--- src/ddfp_pkg.sv ---
// Shared constants, types and state encoding for the delimited decimal frame parser.
`default_nettype none

package ddfp_pkg;

   localparam int FIELDS_DEF = 4;
   localparam int DIGITS_DEF = 3;

   localparam int BYTE_W  = 8;
   localparam int VALUE_W = 16;
   localparam int INDEX_W = 2;
   localparam int COUNT_W = 4;

   localparam logic [BYTE_W-1:0]  CH_OPEN   = 8'h23;
   localparam logic [BYTE_W-1:0]  CH_CLOSE  = 8'h24;
   localparam logic [BYTE_W-1:0]  CH_SEP    = 8'h2C;
   localparam logic [BYTE_W-1:0]  CH_ZERO   = 8'h30;
   localparam logic [COUNT_W-1:0] COUNT_MAX = 4'd15;

   typedef enum logic [1:0] {
      ST_IDLE,
      ST_RMW,
      ST_EMIT_RD,
      ST_EMIT_LD
   } seq_state_type;

   // One field handed from the sequencer to the output register.
   typedef struct packed {
      logic               load;
      logic               last;
      logic [INDEX_W-1:0] index;
      logic [VALUE_W-1:0] value;
   } emit_type;

endpackage

`default_nettype wire

--- src/ddfp_req_if.sv ---
// Input byte channel.
`default_nettype none

interface ddfp_req_if;
   logic       valid;
   logic       ready;
   logic [7:0] rx_byte;

   modport source(output valid, output rx_byte, input ready);
   modport sink(input valid, input rx_byte, output ready);
endinterface

`default_nettype wire

--- src/ddfp_rsp_if.sv ---
// Result channel carrying one decoded field per transaction.
`default_nettype none

interface ddfp_rsp_if;
   logic        valid;
   logic        ready;
   logic [1:0]  field_index;
   logic [15:0] field_value;
   logic        last_field;

   modport source(output valid, output field_index, output field_value, output last_field,
                  input ready);
   modport sink(input valid, input field_index, input field_value, input last_field,
                output ready);
endinterface

`default_nettype wire

--- src/ddfp_csr_if.sv ---
// Configuration write channel for the ascii_mode register.
`default_nettype none

interface ddfp_csr_if;
   logic valid;
   logic ready;
   logic ascii_mode;

   modport source(output valid, output ascii_mode, input ready);
   modport sink(input valid, input ascii_mode, output ready);
endinterface

`default_nettype wire

--- src/delimited_decimal_frame_parser_unit.sv ---
// Top level of the delimited decimal frame parser: configuration register and result register.
//
//  channel  direction  payload                                   transaction when
//  req_if   in         rx_byte[7:0]                              valid && ready
//  rsp_if   out        field_index[1:0] field_value[15:0] last_field  valid && ready
//  csr_if   in         ascii_mode                                valid && ready (always ready)
//
// A digit that is stored is a read-modify-write: the field RAM is read, then the updated
// value is written back. Digits past capacity, delimiters and ignored bytes need no RAM access.
// A closing byte that completes a frame occupies the block while each field in turn gets
// one RAM read and one result load.
// Reset clears frame state and sets ascii_mode to 1; field RAM contents are not cleared.
// A stalled result holds in the output register while further input is taken; readout of
// the next frame waits until that register is free.
`default_nettype none

module delimited_decimal_frame_parser_unit #(
   parameter int FIELDS = ddfp_pkg::FIELDS_DEF,
   parameter int DIGITS = ddfp_pkg::DIGITS_DEF
) (
   input  wire logic      clock,
   input  wire logic      reset,
   ddfp_req_if.sink       req_if,
   ddfp_rsp_if.source     rsp_if,
   ddfp_csr_if.sink       csr_if
);

   logic                              ascii_mode_ff, ascii_mode_in;
   logic                              rsp_valid_ff, rsp_valid_in;
   logic [ddfp_pkg::INDEX_W-1:0]      index_ff, index_in;
   logic [ddfp_pkg::VALUE_W-1:0]      value_ff, value_in;
   logic                              last_ff, last_in;

   logic                              out_free;
   ddfp_pkg::emit_type                emit;

   assign csr_if.ready = 1'b1;
   assign out_free     = !rsp_valid_ff || rsp_if.ready;

   ddfp_seq #(
      .FIELDS(FIELDS),
      .DIGITS(DIGITS)
   ) u_seq (
      .clock     (clock),
      .reset     (reset),
      .ascii_mode(ascii_mode_ff),
      .req_valid (req_if.valid),
      .req_byte  (req_if.rx_byte),
      .req_ready (req_if.ready),
      .out_free  (out_free),
      .emit      (emit)
   );

   always_comb begin
      ascii_mode_in = csr_if.valid ? csr_if.ascii_mode : ascii_mode_ff;
      rsp_valid_in  = emit.load || (rsp_valid_ff && !rsp_if.ready);
      index_in      = emit.load ? emit.index : index_ff;
      value_in      = emit.load ? emit.value : value_ff;
      last_in       = emit.load ? emit.last  : last_ff;
   end

   always_ff @(posedge clock) begin
      if (reset) begin
         ascii_mode_ff <= 1'b1;
         rsp_valid_ff  <= 1'b0;
      end else begin
         ascii_mode_ff <= ascii_mode_in;
         rsp_valid_ff  <= rsp_valid_in;
      end
      index_ff <= index_in;
      value_ff <= value_in;
      last_ff  <= last_in;
   end

   assign rsp_if.valid       = rsp_valid_ff;
   assign rsp_if.field_index = index_ff;
   assign rsp_if.field_value = value_ff;
   assign rsp_if.last_field  = last_ff;

endmodule

`default_nettype wire

--- src/ddfp_ram.sv ---
// Generic single-write, single-read RAM with registered read data.
`default_nettype none

module ddfp_ram #(
   parameter int WIDTH = 16,
   parameter int DEPTH = 4
) (
   input  wire logic                                    clock,
   input  wire logic                                    wr_en,
   input  wire logic [((DEPTH > 1) ? $clog2(DEPTH) : 1)-1:0] wr_addr,
   input  wire logic [WIDTH-1:0]                        wr_data,
   input  wire logic                                    rd_en,
   input  wire logic [((DEPTH > 1) ? $clog2(DEPTH) : 1)-1:0] rd_addr,
   output logic      [WIDTH-1:0]                        rd_data
);

   logic [WIDTH-1:0] mem [DEPTH];
   logic [WIDTH-1:0] rd_data_ff;

   always_ff @(posedge clock) begin
      if (wr_en) begin
         mem[wr_addr] <= wr_data;
      end
      if (rd_en) begin
         rd_data_ff <= mem[rd_addr];
      end
   end

   assign rd_data = rd_data_ff;

endmodule

`default_nettype wire

--- src/ddfp_seq.sv ---
// Byte sequencer: frame tracking, read-modify-write of the field RAM and field readout.
`default_nettype none

module ddfp_seq #(
   parameter int FIELDS = ddfp_pkg::FIELDS_DEF,
   parameter int DIGITS = ddfp_pkg::DIGITS_DEF
) (
   input  wire logic                          clock,
   input  wire logic                          reset,
   input  wire logic                          ascii_mode,
   input  wire logic                          req_valid,
   input  wire logic [ddfp_pkg::BYTE_W-1:0]   req_byte,
   output logic                               req_ready,
   input  wire logic                          out_free,
   output ddfp_pkg::emit_type                 emit
);

   localparam int CAPACITY = FIELDS * DIGITS;
   localparam int AW       = (FIELDS > 1) ? $clog2(FIELDS) : 1;
   localparam int PTR_W    = $clog2(FIELDS + 1);
   localparam int POS_W    = (DIGITS > 1) ? $clog2(DIGITS) : 1;
   localparam int TOTAL_W  = $clog2(CAPACITY + 2);

   localparam logic [TOTAL_W-1:0] CAP_T      = TOTAL_W'(CAPACITY);
   localparam logic [POS_W-1:0]   POS_LAST   = POS_W'(DIGITS - 1);
   localparam logic [AW-1:0]      FIELD_LAST = AW'(FIELDS - 1);
   localparam logic [ddfp_pkg::COUNT_W-1:0] DIGITS_C = ddfp_pkg::COUNT_W'(DIGITS);

   ddfp_pkg::seq_state_type state_ff, state_in;

   logic                            in_frame_ff, in_frame_in;
   logic [TOTAL_W-1:0]              total_ff, total_in;
   logic [ddfp_pkg::COUNT_W-1:0]    dif_ff, dif_in;
   logic [PTR_W-1:0]                ptr_ff, ptr_in;
   logic [POS_W-1:0]                pos_ff, pos_in;
   logic [AW-1:0]                   emit_idx_ff, emit_idx_in;

   logic [ddfp_pkg::VALUE_W-1:0]    digit_ff, digit_in;
   logic [AW-1:0]                   addr_ff, addr_in;
   logic                            first_ff, first_in;

   logic                            ram_wr_en;
   logic [ddfp_pkg::VALUE_W-1:0]    ram_wr_data;
   logic                            ram_rd_en;
   logic [AW-1:0]                   ram_rd_addr;
   logic [ddfp_pkg::VALUE_W-1:0]    ram_rd_data;

   logic [ddfp_pkg::VALUE_W-1:0]    byte_ext;
   logic [ddfp_pkg::VALUE_W-1:0]    digit_value;
   logic [ddfp_pkg::VALUE_W-1:0]    base;
   logic [AW+1:0]                   idx_ext;

   assign byte_ext    = {{(ddfp_pkg::VALUE_W - ddfp_pkg::BYTE_W){1'b0}}, req_byte};
   assign digit_value = ascii_mode
      ? byte_ext - {{(ddfp_pkg::VALUE_W - ddfp_pkg::BYTE_W){1'b0}}, ddfp_pkg::CH_ZERO}
      : byte_ext;

   // The first digit of a field starts from zero instead of the stale entry.
   assign base        = first_ff ? '0 : ram_rd_data;
   assign ram_wr_data = (base << 3) + (base << 1) + digit_ff;

   assign idx_ext     = {2'b00, emit_idx_ff};

   ddfp_ram #(
      .WIDTH(ddfp_pkg::VALUE_W),
      .DEPTH(FIELDS)
   ) u_field_ram (
      .clock  (clock),
      .wr_en  (ram_wr_en),
      .wr_addr(addr_ff),
      .wr_data(ram_wr_data),
      .rd_en  (ram_rd_en),
      .rd_addr(ram_rd_addr),
      .rd_data(ram_rd_data)
   );

   always_ff @(posedge clock) begin
      if (reset) begin
         state_ff    <= ddfp_pkg::ST_IDLE;
         in_frame_ff <= 1'b0;
         total_ff    <= '0;
         dif_ff      <= '0;
         ptr_ff      <= '0;
         pos_ff      <= '0;
         emit_idx_ff <= '0;
      end else begin
         state_ff    <= state_in;
         in_frame_ff <= in_frame_in;
         total_ff    <= total_in;
         dif_ff      <= dif_in;
         ptr_ff      <= ptr_in;
         pos_ff      <= pos_in;
         emit_idx_ff <= emit_idx_in;
      end
      digit_ff <= digit_in;
      addr_ff  <= addr_in;
      first_ff <= first_in;
   end

   always_comb begin
      state_in    = state_ff;
      in_frame_in = in_frame_ff;
      total_in    = total_ff;
      dif_in      = dif_ff;
      ptr_in      = ptr_ff;
      pos_in      = pos_ff;
      emit_idx_in = emit_idx_ff;
      digit_in    = digit_ff;
      addr_in     = addr_ff;
      first_in    = first_ff;

      req_ready   = 1'b0;
      ram_rd_en   = 1'b0;
      ram_rd_addr = ptr_ff[AW-1:0];
      ram_wr_en   = 1'b0;

      emit.load   = 1'b0;
      emit.last   = (emit_idx_ff == FIELD_LAST);
      emit.index  = idx_ext[ddfp_pkg::INDEX_W-1:0];
      emit.value  = ram_rd_data;

      case (state_ff)
         ddfp_pkg::ST_IDLE: begin
            req_ready = 1'b1;
            if (req_valid) begin
               if (!in_frame_ff) begin
                  if (req_byte == ddfp_pkg::CH_OPEN) begin
                     in_frame_in = 1'b1;
                     total_in    = '0;
                     dif_in      = '0;
                     ptr_in      = '0;
                     pos_in      = '0;
                  end
               end else if (req_byte == ddfp_pkg::CH_CLOSE) begin
                  if (total_ff == CAP_T) begin
                     in_frame_in = 1'b0;
                     total_in    = '0;
                     dif_in      = '0;
                     ptr_in      = '0;
                     pos_in      = '0;
                     emit_idx_in = '0;
                     state_in    = ddfp_pkg::ST_EMIT_RD;
                  end
               end else if (req_byte == ddfp_pkg::CH_SEP) begin
                  if (dif_ff != DIGITS_C) begin
                     in_frame_in = 1'b0;
                     total_in    = '0;
                     ptr_in      = '0;
                     pos_in      = '0;
                  end
                  dif_in = '0;
               end else begin
                  // Digits past capacity only advance the counters.
                  if (total_ff < CAP_T) begin
                     ram_rd_en = 1'b1;
                     digit_in  = digit_value;
                     addr_in   = ptr_ff[AW-1:0];
                     first_in  = (pos_ff == '0);
                     state_in  = ddfp_pkg::ST_RMW;
                     if (pos_ff == POS_LAST) begin
                        pos_in = '0;
                        ptr_in = ptr_ff + PTR_W'(1);
                     end else begin
                        pos_in = pos_ff + POS_W'(1);
                     end
                  end
                  if (total_ff <= CAP_T) begin
                     total_in = total_ff + TOTAL_W'(1);
                  end
                  if (dif_ff != ddfp_pkg::COUNT_MAX) begin
                     dif_in = dif_ff + ddfp_pkg::COUNT_W'(1);
                  end
               end
            end
         end
         ddfp_pkg::ST_RMW: begin
            ram_wr_en = 1'b1;
            state_in  = ddfp_pkg::ST_IDLE;
         end
         ddfp_pkg::ST_EMIT_RD: begin
            ram_rd_en   = 1'b1;
            ram_rd_addr = emit_idx_ff;
            state_in    = ddfp_pkg::ST_EMIT_LD;
         end
         ddfp_pkg::ST_EMIT_LD: begin
            if (out_free) begin
               emit.load = 1'b1;
               if (emit_idx_ff == FIELD_LAST) begin
                  state_in = ddfp_pkg::ST_IDLE;
               end else begin
                  emit_idx_in = emit_idx_ff + AW'(1);
                  state_in    = ddfp_pkg::ST_EMIT_RD;
               end
            end
         end
         default: begin
            state_in = ddfp_pkg::ST_IDLE;
         end
      endcase
   end

   // A write-back always follows a read of the same entry in the cycle before.
   assert property (@(posedge clock) disable iff (reset)
      ram_wr_en |-> $past(ram_rd_en) && ($past(ram_rd_addr) == addr_ff))
      else $error("field RAM write without matching read");

   assert property (@(posedge clock) disable iff (reset)
      int'(total_ff) <= CAPACITY + 1)
      else $error("digit count exceeded its saturation value");

   // Field pointer and digit position track the running digit count.
   assert property (@(posedge clock) disable iff (reset)
      (int'(total_ff) <= CAPACITY) |->
         (int'(ptr_ff) * DIGITS + int'(pos_ff) == int'(total_ff)))
      else $error("field pointer out of step with digit count");

   assert property (@(posedge clock) disable iff (reset)
      !in_frame_ff |-> (total_ff == '0) && (dif_ff == '0))
      else $error("counters not cleared outside a frame");

   assert property (@(posedge clock) disable iff (reset)
      (emit.load && emit.last) |=> (state_ff == ddfp_pkg::ST_IDLE))
      else $error("sequencer did not return to idle after the last field");

endmodule

`default_nettype wire

--- src/flat_wrapper.sv ---
// flat-port wrapper written by rule: the top's interface ports become plain ports
module delimited_decimal_frame_parser_unit_flat 
#(
   parameter int FIELDS = ddfp_pkg::FIELDS_DEF,
   parameter int DIGITS = ddfp_pkg::DIGITS_DEF
)
  (clock, reset, req_if_valid, req_if_rx_byte, req_if_ready, rsp_if_valid, rsp_if_field_index, rsp_if_field_value, rsp_if_last_field, rsp_if_ready, csr_if_valid, csr_if_ascii_mode, csr_if_ready);
  ddfp_req_if req_if_i ();
  ddfp_rsp_if rsp_if_i ();
  ddfp_csr_if csr_if_i ();
  input  wire logic clock;
  input  wire logic reset;
  input wire logic [$bits(req_if_i.valid)-1:0] req_if_valid;
  input wire logic [$bits(req_if_i.rx_byte)-1:0] req_if_rx_byte;
  output wire logic [$bits(req_if_i.ready)-1:0] req_if_ready;
  output wire logic [$bits(rsp_if_i.valid)-1:0] rsp_if_valid;
  output wire logic [$bits(rsp_if_i.field_index)-1:0] rsp_if_field_index;
  output wire logic [$bits(rsp_if_i.field_value)-1:0] rsp_if_field_value;
  output wire logic [$bits(rsp_if_i.last_field)-1:0] rsp_if_last_field;
  input wire logic [$bits(rsp_if_i.ready)-1:0] rsp_if_ready;
  input wire logic [$bits(csr_if_i.valid)-1:0] csr_if_valid;
  input wire logic [$bits(csr_if_i.ascii_mode)-1:0] csr_if_ascii_mode;
  output wire logic [$bits(csr_if_i.ready)-1:0] csr_if_ready;
  assign req_if_i.valid = req_if_valid;
  assign req_if_i.rx_byte = req_if_rx_byte;
  assign req_if_ready = req_if_i.ready;
  assign rsp_if_valid = rsp_if_i.valid;
  assign rsp_if_field_index = rsp_if_i.field_index;
  assign rsp_if_field_value = rsp_if_i.field_value;
  assign rsp_if_last_field = rsp_if_i.last_field;
  assign rsp_if_i.ready = rsp_if_ready;
  assign csr_if_i.valid = csr_if_valid;
  assign csr_if_i.ascii_mode = csr_if_ascii_mode;
  assign csr_if_ready = csr_if_i.ready;
  delimited_decimal_frame_parser_unit #(.FIELDS(FIELDS), .DIGITS(DIGITS)) u_core (.clock(clock), .reset(reset), .req_if(req_if_i), .rsp_if(rsp_if_i), .csr_if(csr_if_i));
endmodule
--- config.mk ---
export PLATFORM = sky130hd
export DESIGN_NAME = delimited_decimal_frame_parser_unit_flat
export DESIGN_NICKNAME = d
export VERILOG_FILES = /design/src/ddfp_pkg.sv /design/src/ddfp_req_if.sv /design/src/ddfp_rsp_if.sv /design/src/ddfp_csr_if.sv /design/src/delimited_decimal_frame_parser_unit.sv /design/src/ddfp_ram.sv /design/src/ddfp_seq.sv /design/src/flat_wrapper.sv
export SDC_FILE = /design/constraint.sdc
export NUM_CORES = 1
export LEC_CHECK = 0
export BUFFER_PORTS_ARGS = -buffer_cell sky130_fd_sc_hd__buf_2
export CORE_MARGIN = 2
export CORE_UTILIZATION = 40
export DETAILED_ROUTE_END_ITERATION = 10
export HOLD_SLACK_MARGIN = 0.03
export SYNTH_ARGS = -nofsm -noshare
export SYNTH_HDL_FRONTEND = slang
export SYNTH_HIERARCHICAL = 1
export SYNTH_SLANG_ARGS = --single-unit
--- constraint.sdc ---
create_clock -name clock -period 3.9 [get_ports clock]
set_clock_uncertainty 0.15 [all_clocks]
set_input_delay 0 -clock clock [delete_from_list [all_inputs] [get_ports clock]]
set_output_delay 0 -clock clock [all_outputs]
set_load 0.005 [all_outputs]
# Word-level counts from Yosys, hierarchy flattened
# Memory sizes are Yosys's and may differ from the RTL's. A register that Yosys moved wholly into a read port is not among the register bits.
# Index checks and enable logic that the tools add are counted.
[totals]
n_memories = 1
output_inout_bits = 22
inputBits = 14
ramBits = 64
elab_cells = 135
ff_bits = 51
[memory_table]
columns = ["memory", "depth", "width", "read_ports", "rd_clocked_by_memory_dff", "write_ports", "line", "rtl"]
rows = [
  ["u_core.u_seq.u_field_ram.mem", 4, 16, 1, 1, 1, "ddfp_ram.sv:17", "logic [WIDTH-1:0] mem [DEPTH];"],
]
[classes]
eq_ne = 26
n_lt_le_gt_ge = 2
addsub = 8
muxes = 63
bitwise = 2
reduce_logical = 17
[op_table]
columns = ["cell", "count"]
rows = [
  ["$mux W2", 22],
  ["$mux W4", 11],
  ["$add A16 B16 Y16", 2],
  ["$eq A8 B6 Y1 const B", 3],
  ["$mux W3", 8],
  ["$reduce_and A6 Y1", 4],
  ["$mux W1", 17],
  ["$ne A4 B1 Y1 const B", 4],
  ["$mux W15", 1],
  ["$reduce_and A7 Y1", 2],
  ["$ne A2 B2 Y1 const B", 5],
  ["$ne A3 B3 Y1 const B", 3],
  ["$sub A8 B6 Y9 const B", 1],
  ["$add A4 B1 Y4 const B", 2],
  ["$eq A2 B2 Y1 const B", 4],
  ["$mux W8", 1],
  ["$pmux W2 S4", 1],
  ["$reduce_and A5 Y1", 1],
  ["$add A2 B1 Y2 const B", 2],
  ["$eq A4 B4 Y1 const B", 1],
  ["$le A4 B4 Y1 const B", 1],
  ["$logic_not A2 Y1", 2],
  ["$lt A4 B4 Y1 const B", 1],
  ["$ne A4 B2 Y1 const B", 1],
  ["other kinds (14)", 18],
]

# Depth between registers and ports, before layout
[logic_depth]
depth_word = 7
depth_mapped = 11
ltp_nobuf = 10

# Hierarchy
# Netlist, hierarchy kept.
[modules_own_cells]
columns = ["module", "area_each_um2", "cells_per_inst", "seq_area_each_um2", "instances"]
rows = [
  ["ddfp_ram", 2857.7, 104, 2402.3, 1],
  ["ddfp_seq", 2663.8, 290, 700.7, 1],
  ["delimited_decimal_frame_parser_unit", 659.4, 28, 610.6, 1],
]

# Worst setup path after synthesis
# Ideal clock, no wire load.
[synth_path]
kind = "register -> register"
from = "register u_core.u_seq.first_ff"
to = "memory u_core.u_seq.u_field_ram.mem[0][12] (data pin)"
path_slack_ns = 0.713
t_required_ns = 3.478
period_less_slack_ns = 3.187
path_buffers = 1
stages_incl_launch_ff = 10
arrival_time_ns = 2.766
setup_ns = 0.272
cell_sequence = "edfxtp_1 clkbuf_1 nor2b_1 ha_1 a21o_1 ha_1 nor2b_1 o31a_1 o41a_1 o311ai_0"
[synth_via]
elab_chain_len = 3
[synth_lines]
columns = ["element", "line", "rtl"]
rows = [
  ["start, declared", "ddfp_seq.sv:40", "logic first_ff, first_in;"],
  ["start signal, assigned", "ddfp_seq.sv:97", "first_ff <= first_in;"],
  ["$mux W15", "ddfp_seq.sv:59", "assign base = first_ff ? '0 : ram_rd_data;"],
  ["$add A16 B16 Y16 (2 in series)", "ddfp_seq.sv:60", "assign ram_wr_data = (base << 3) + (base << 1) + digit_ff;"],
  ["named net u_core.u_seq.ram_wr_data, one bit", "ddfp_seq.sv:43", "logic [ddfp_pkg::VALUE_W-1:0] ram_wr_data;"],
  ["end, declared", "ddfp_ram.sv:17", ""],
]
# The timed path passes the listed nets, and every way through them passes these cells.

# Final worst setup path
[layout_path]
from = "register u_core.u_seq.first_ff"
to = "memory u_core.u_seq.u_field_ram.mem[2][12] (data pin)"
# The elaborated chain is that of the path after synthesis.

==> flow_summary.yaml <==
timing:
  worst_pin_slew_ns: 1.08
  rsz0062_at_grt: "no"
  fin_crit_sh_pct: 88.6
  setup_viol: 0
  slew_headroom_pct: 27.7
  slew_violations: 0
  finalCriticalPeriod_ns: 3.45
  tns_ns: 0
  hold_violations: 0
  fmax_mhz: 290
placement:
  globalplace.congestion: 0.912
  hpwl_um: 7870
  portBuffers: 34
  dpl-instance-area_um2: 6510
synth:
  synth.area.top_cells: "edfxtp_1 (54%), dfxtp_1 (6.2%), ha_1 (4.7%)"
  yosysWarnings: 6
  synth_nets: 470
  avgSynthCellArea_um2: 14.6
  synth_seq_cells: 130
  synthCells: 422
  syn_area_um2: 6180
  ys.flop_type: "edfxtp_1"
  synth.distinct_cells: 67
  yosysSeqAreaShare_pct: 60.1
  synth_top_area_cell: "edfxtp_1"
  yosys.area.top_type_share_pct: 53.9
  synth_edf_count: 111
  async_flop_share_pct: 0
route:
  first_pass_iters: 4
  wl_um: 11800
  route.detailed.wl_per_inst_um: 17.3
  drtAntennaViolNets: 0
  drtIter0Drc: 242
  num_vias: 3624
  drcViolationCount: 0
  vias_per_cell: 5.31
worst_setup_path:
  cp-end-kind: "flip-flop"
  r2r_cells: 9
  slowest_stage: "o311ai_0"
  crit_family: "compound AO/OA/AOI/OAI gates"
  worstPathRequired_ns: 3.86
  start_kind: "flip-flop"
  critPathKind: "flip-flop to flip-flop"
  cp_slowest_stage_delay_ns: 0.63
  cp_max_fo: 5
  timing.rr.start: "u_core/u_seq/first_ff$_DFFE_PP_"
  path_cells: "nor2b_1 -> inv_1 -> fa_1 -> inv_1 -> ha_1 -> nor2b_1 -> o31a_1 -> o41a_1 -> o311ai_0"
  regToRegEndpoint: "u_core/u_seq/u_field_ram/mem[2][12]$_DFFE_PP_"
  crit_arrival_ns: 3.42
  critPathBufInv: 2
  rrSetupSlack_ns: 0.45
power:
  p_total_mw: 3.09
  leakagePower_nw: 2.62
  vdd.ir_drop.worst_mv: 0.321
  powerDensity_nw_per_um2: 426
worst_hold_path:
  hold_depth: 2
  min_from: "req_if_rx_byte[0]"
  whs_endpoint: "u_core/u_seq/digit_ff[0]$_DFFE_PP_"
  min_path_type: "input pin to flip-flop"
cells_and_area:
  final_layout_size_suffix_gt1_share_pct: 17.6
  stdcell_area_um2: 7250
  fin_nets: 530
  fillCellCount: 1287
  area_delta_synth_final_pct: 17.3
  n_antenna_cell: 0
clock_network:
  h-tree-depth: 4
  cts_buffers: 17
  cts_setup_buffers: 0
  cts_tree: "built"
  clk_pin_slew_ns: 0.05
  clkLatencyLatePin_ns: 0.40
  clock_sinks: 130
  cts_buffer_depth: 2
  cts_root_buf: "clkbuf_16"
die:
  start_util_pct: 40.8
  core_area_um2: 15100
  dieArea_um2: 16500
  rows: 45
  pin_count: 36
  fp.dieW_um: 128
  die_y_um: 128
global_route:
  grt_util_met3_pct: 4.13
  grtUsageTotal_pct: 15.5
  grt_pass1_wl_um: 19100
  met2_usage_pct: 26.1
  busiest_layer: "met2"
  grt_overflow: 0
  antenna_found_initial: 0
  grt_max_degree: 24
  grt_pass1_vias: 3708
  use_met1_pct: 19.7
outcome:
  run_status: "finished clean"
job:
  maxCapViolations: 0
-- Yosys cell counts, types with 3 or more instances --
master / n
a211oi_1: 6
a21o_1: 6
a21oi_1: 20
a31oi_1: 4
and3_1: 6
and3b_1: 4
clkbuf_1: 4
dfxtp_1: 19
edfxtp_1: 111
fa_1: 11
ha_1: 23
inv_1: 20
mux2i_1: 3
mux4_1: 6
mux4_2: 10
nand2_1: 8
nand2b_1: 8
nand3_1: 5
nand4_1: 3
nor2_1: 23
nor2b_1: 20
nor3_1: 6
nor3b_1: 5
o21a_1: 4
o21ai_0: 14
o31ai_1: 4
xnor2_1: 13
xor2_1: 4
-- metal layers --
metal / share of wire, % / vias up
met5: 0 / -
met1: 45 / 1798
met4: 0.95 / 0
met3: 3.6 / 6
met2: 51 / 79
li1: - / 1741
-- worst reg2reg max path, stage by stage, from the launching register on --
cell and delay [ns]:
edfxtp_1 0.45, nor2b_1 0.19, inv_1 0.07, fa_1 0.48
inv_1 0.04, ha_1 0.33, nor2b_1 0.16, o31a_1 0.27
o41a_1 0.39, o311ai_0 0.63
-- per-stage QoR --
stage / hold slack, ns / util [%] / instances / setup slack, ns
5_1_grt: 0.192 / 47.9 / 682 / 0.108
6_report: 0.194 / 47.9 / 682 / 0.446
2_1_floorplan: -0.0809 / - / 422 / 0.713
4_1_cts: 0.172 / 47.9 / 682 / 0.461
3_3_place_gp: 0.0537 / 43.0 / 634 / 0.581
3_5_place_dp: 0.0639 / 43.0 / 634 / 0.475
-- logic make-up after synthesis --
logic type	Yosys count	share of synthesized area, %
flops	130	60.1
buf+inv	34	3.14
other cells	1	0.0607
mux	22	7.23
fa+ha+maj	34	8.22
simple gates	104	10.2
xor+xnor	17	2.41
compound gates	80	8.66
-- cells in the final DEF, fill, tap and decap left out, types with 6 or more instances in the layout --
master         instances
nand2b_1               8
a21o_1                 6
a211oi_1               6
mux4_1                 6
nand2_1                8
edfxtp_1             111
mux4_2                10
buf_2                 34
nor3_1                 6
nor2_1                23
fa_1                  11
xnor2_1               13
and3_1                 6
dfxtp_1               19
nor2b_1               20
ha_1                  23
o21ai_0               14
inv_1                 20
clkbuf_16             17
dlygate4sd3_1         17
a21oi_1               20
-- final cells by class --
| type | instances | area [µm²] | share of cell area (%) |
|---|---|---|---|
| Clock inverter | 12 | 141 | 1.95 |
| Timing Repair Buffer | 55 | 370 | 5.11 |
| Tap cell | 188 | 235 | 3.24 |
| Inverter | 20 | 75.1 | 1.04 |
| Clock buffer | 19 | 433 | 5.97 |
| Sequential cell | 130 | 3710 | 51.2 |
| Multi-Input combinational cell | 258 | 2280 | 31.5 |
-- power breakdown --
part	switching [mW]	internal, mW	leakage, nW	total (mW)
clock	0.548	0.991	0.276	1.54
sequential	0.00276	1.49	1.16	1.50
combinational	0.0276	0.0295	1.19	0.0571
total	0.578	2.51	2.62	3.09
-- timing repair --
action | 4_1_cts | 5_1_grt
hold buffers | 17 | 0
endpoints found under the hold margin | 27 | 0
resized for setup | 0 | 0
-- worst max-delay path by stage --
stage / from / to / slack [ns] / cells past startpoint
2_1_floorplan: u_core/u_seq/first_ff$_DFFE_PP_ / u_core/u_seq/u_field_ram/mem[0][12]$_DFFE_PP_ / 0.71 / 9
3_3_place_gp: u_core/u_seq/first_ff$_DFFE_PP_ / u_core/u_seq/u_field_ram/mem[2][12]$_DFFE_PP_ / 0.58 / 9
3_5_place_dp: u_core/u_seq/first_ff$_DFFE_PP_ / u_core/u_seq/u_field_ram/mem[3][12]$_DFFE_PP_ / 0.47 / 9
4_1_cts: u_core/u_seq/first_ff$_DFFE_PP_ / u_core/u_seq/u_field_ram/mem[2][12]$_DFFE_PP_ / 0.46 / 8
5_1_grt: u_core/u_seq/first_ff$_DFFE_PP_ / u_core/u_seq/u_field_ram/mem[2][12]$_DFFE_PP_ / 0.11 / 9
6_report: u_core/u_seq/first_ff$_DFFE_PP_ / u_core/u_seq/u_field_ram/mem[2][12]$_DFFE_PP_ / 0.45 / 9
-- sequential cells by signal, summed over array words and instances, names as in the netlist --
register,count
u_core/ascii_mode_ff,1
u_core/rsp_if.field_index,2
u_core/rsp_if.field_value,16
u_core/rsp_if.last_field,1
u_core/rsp_if.valid,1
u_core/u_seq/addr_ff,2
u_core/u_seq/dif_ff,4
u_core/u_seq/digit_ff,9
u_core/u_seq/emit_idx_ff,2
u_core/u_seq/first_ff,1
u_core/u_seq/in_frame_ff,1
u_core/u_seq/pos_ff,2
u_core/u_seq/ptr_ff,2
u_core/u_seq/state_ff,2
u_core/u_seq/total_ff,4
u_core/u_seq/u_field_ram/mem,64
u_core/u_seq/u_field_ram/rd_data,16
No activity file was read; power rests on OpenSTA's default activity.
